### config.mk
export PLATFORM = sky130hd
export DESIGN_NAME = qmse_ram
export DESIGN_NICKNAME = d
export VERILOG_FILES = /design/src/rtl/qmse_ram.sv
export SDC_FILE = /design/constraint.sdc
export NUM_CORES = 1
export LEC_CHECK = 0
export ABC_AREA = 1
export BUFFER_PORTS_ARGS = -buffer_cell sky130_fd_sc_hd__buf_2
export CAP_MARGIN = 20
export CORE_MARGIN = 2
export CORE_UTILIZATION = 30
export DETAILED_ROUTE_END_ITERATION = 10
export PLACE_DENSITY_LB_ADDON = 0.12
export SLEW_MARGIN = 15
export SYNTH_ARGS = -nofsm -noshare
export SYNTH_HDL_FRONTEND = slang
export SYNTH_SLANG_ARGS = --single-unit
### constraint.sdc
create_clock -name clk -period 2.7 [get_ports clk]
set_clock_uncertainty 0.15 [all_clocks]
set_input_delay 0.27 -clock clk [delete_from_list [all_inputs] [get_ports clk]]
set_output_delay 0.27 -clock clk [all_outputs]
set_load 0.05 [all_outputs]
### src/rtl/qmse_ram.sv
// ----------------------------------------------------------------------------
// qmse_ram
// Generic single write port, single read port RAM with registered read data.
// ----------------------------------------------------------------------------
module qmse_ram #(
	parameter int WIDTH = 8,
	parameter int DEPTH = 16
) (
	input  logic                     clk,
	input  logic                     we,
	input  logic [$clog2(DEPTH)-1:0] waddr,
	input  logic [WIDTH-1:0]         wdata,
	input  logic [$clog2(DEPTH)-1:0] raddr,
	output logic [WIDTH-1:0]         rdata
);

	logic [WIDTH-1:0] mem [DEPTH];

	// write and registered read
	always_ff @(posedge clk) begin
		if (we) begin
			mem[waddr] <= wdata;
		end
		rdata <= mem[raddr];
	end

endmodule

==> impl_results.md <==
* Outcome: complete, no violations
* Hold Vio Cnt, Final at 0
* Post-synth top flop: edfxtp_1
* TritonCTS clock tree: built
* TritonCTS Buffers at 17
* Fin crit share at 55.6%
* WP data arrival at 1.38 ns
* Relative slew slack at 39.8%
* Unrepaired setup endpoints after global routing: no
* TNS Setup at 0 ns
* Overall Global Routing Usage at 14.8%
* Area share of and/or/nand/nor cells after synthesis at 21.0%
* Area grow syn2layout at 15.8%
* Clock latency on the worst-skew pair at 0.41 ns
* Worst path cell trace: buf_2 -> nand3b_1 -> nor2_1
* Min-Delay Path Class: in -> reg
* Drt wl/cell at 16.9 um
* Adder-cell share of the synthesized area at 0%
* Cell variety after synth at 12
* Slowest stage delay, CP at 0.73 ns
* CP endpoint: mem[10][3]
* Dominant cells by area after synthesis: edfxtp_1 67%, nand2_1 11%, nand3_1 8.4%, inv_1 6.5%, dfxtp_1 2.8%
* Count of buffers from port buffering at 25
* Global route overflow at 0
* Post-Syn Instances at 551
* Post-synthesis sequential area ratio at 69.4%
* Die Y at 143 um
* Leading area contributor after synthesis: edfxtp_1
* Die W at 143 um
* Max H-tree Level at 4
* Sink Count at 136
* Largest family of logic cells by synthesized area: simple AND/OR/NAND/NOR gates
* Residual DRC at 0
* HPWL Detailed at 8350 um
* Antenna violations before repair at 0
* Endpoints failing setup at 0
* Post-route cell area at 6680 sq um
* CTS Hold Bufs at 0
* VDD IR-drop max at 0.404 mV
* Overall power at 0.00509 W
* N_diodes at 0
* Final WL at 13,900 um
* WP data required at 2.58 ns
* Critical path capture point type: register
* Power Density at 763 nW/um^2
* EDFF count, synth at 128
* Reg-to-reg slack, setup at 1.45 ns
* Xor and xnor area share after synthesis at 0%
* Post-route ant nets at 0
* Worst Path Max Fanout at 8
* Die area at 20,300 sq um
* Clk buf depth at 2
* Final Max Slew Viols at 0
* Setup CP Type: in -> reg
* Syn_nets at 569
* Setup Fix Bufs, Post-CTS at 0
* First-pass GRT wire length at 21,600 um
* FF-to-FF Start: mem[7][0]
* Core box area at 18,800 sq um
* Clk root buf: clkbuf_16
* Number of global-route vias before repair at 3,649
* F_max at 0.666 GHz
* Worst slew pin tran at 0.899 ns
* Async S/R FF share, synth at 0%
* Critical-path top delay cell: nor2_1
* Initial drt markers at 233
* Max-cap violations at 0
* Synth Area in Compound Gates at 0%
* Post-Syn Area at 5770 sq um
* Setup crit start: waddr[2]
* Gates resized, CTS repair at 0
* Initial Util at 30.7%
* Reg2reg path depth at 6
* Startpoint class of the critical path: primary input
* Post-synthesis mux area share at 0%
* Vias post-DR at 3,603
* Min cycle time layout at 1.50 ns
* Layout cells sized above 1 at 10.2%
* Yosys reg bits at 136
* RR Endpoint: rdata[0]
* Top-count cell post-synth: nand2_1
* Largest net degree at the start of global routing at 65
* Worst-path clk slew at 0.06 ns
* Top cell type's share of synthesized area at 66.7%
* Routability-driven placement congestion ratio at 0.760
* Leakage at 2.82 nW
* Ports at 26
* Iteration count of the initial detailed-routing pass at 4
* Mapped Avg Cell Area at 10.5 sq um
* Vias per cell at 4.39
* Row cnt at 50
* Final #Nets at 592
* Synth top cells by count: 173 x nand2_1, 128 x edfxtp_1, 100 x inv_1, 97 x nand3_1, 17 x nor2_1
* Placed Instance Area at 6070 sq um
* Synthesis Warnings at 0
-- cell type report --
type | instances | area [sq um]
Timing Repair Buffer | 28 | 173
Sequential cell | 136 | 4000
Clock inverter | 14 | 181
Fill cell | 1875 | 12100
Tap cell | 234 | 293
Multi-Input combinational cell | 289 | 1210
Inverter | 102 | 383
Clock buffer | 18 | 429
-- power breakdown --
| part | switching, W | internal [W] |
|---|---|---|
| clock network | 0.000854 | 0.00153 |
| registers | 0.0000111 | 0.00236 |
| logic | 0.000256 | 0.0000795 |
-- layer usage --
metal	share of wire, %	GRT usage, %	vias up
met5	0	0	-
met4	1.5	4.53	0
met3	2.9	3.35	14
met2	48	23.8	55
met1	47	19.9	1717
li1	-	-	1817
-- worst min-delay path by stage --
stage	startpoint	cells after the start	endpoint
5_1_grt	raddr[3]	3	rdata[2]
3_3_place_gp	raddr[3]	3	rdata[3]
3_5_place_dp	raddr[3]	3	rdata[6]
4_1_cts	raddr[3]	3	rdata[6]
2_1_floorplan	wdata[0]	0	mem[0][0]
6_report	raddr[3]	3	rdata[6]
-- state kept, by name, indices dropped and copies added, names as in the netlist --
name,flops
rdata,8
mem,128
-- metrics by stage --
stage	worst slack [ns]	util, %	hold slack [ns]	instances
6_report	1.20	35.6	0.0528	821
5_1_grt	1.15	35.6	0.0592	821
4_1_cts	1.23	35.6	0.0350	821
3_5_place_dp	0.793	32.3	0.478	789
3_3_place_gp	0.830	32.3	0.490	789
2_1_floorplan	1.33	-	0.219	551
-- worst max-delay path: cells and delay by family --
family / cells / cell delay (ns)
AND/OR/NAND/NOR: 2 / 0.98
buffers and inverters: 1 / 0.12
-- cell families after synthesis --
family | after synthesis
simple gates | 289
flops | 136
buf+inv | 126
-- placed cells by master, fill, tap and decap left out --
cell / netlist / final
clkinv_2: 0 / 4
edfxtp_1: 128 / 128
inv_2: 2 / 2
buf_4: 4 / 1
dfxtp_1: 8 / 8
nand2_1: 173 / 173
nand3b_1: 2 / 2
nor2_1: 17 / 17
clkinvlp_4: 0 / 5
bufinv_16: 0 / 4
clkbuf_1: 0 / 1
inv_1: 100 / 100
clkinv_1: 0 / 1
buf_12: 0 / 2
clkbuf_16: 0 / 17
nand3_1: 97 / 97
buf_2: 13 / 25
Power figures use the tool's default switching activity.
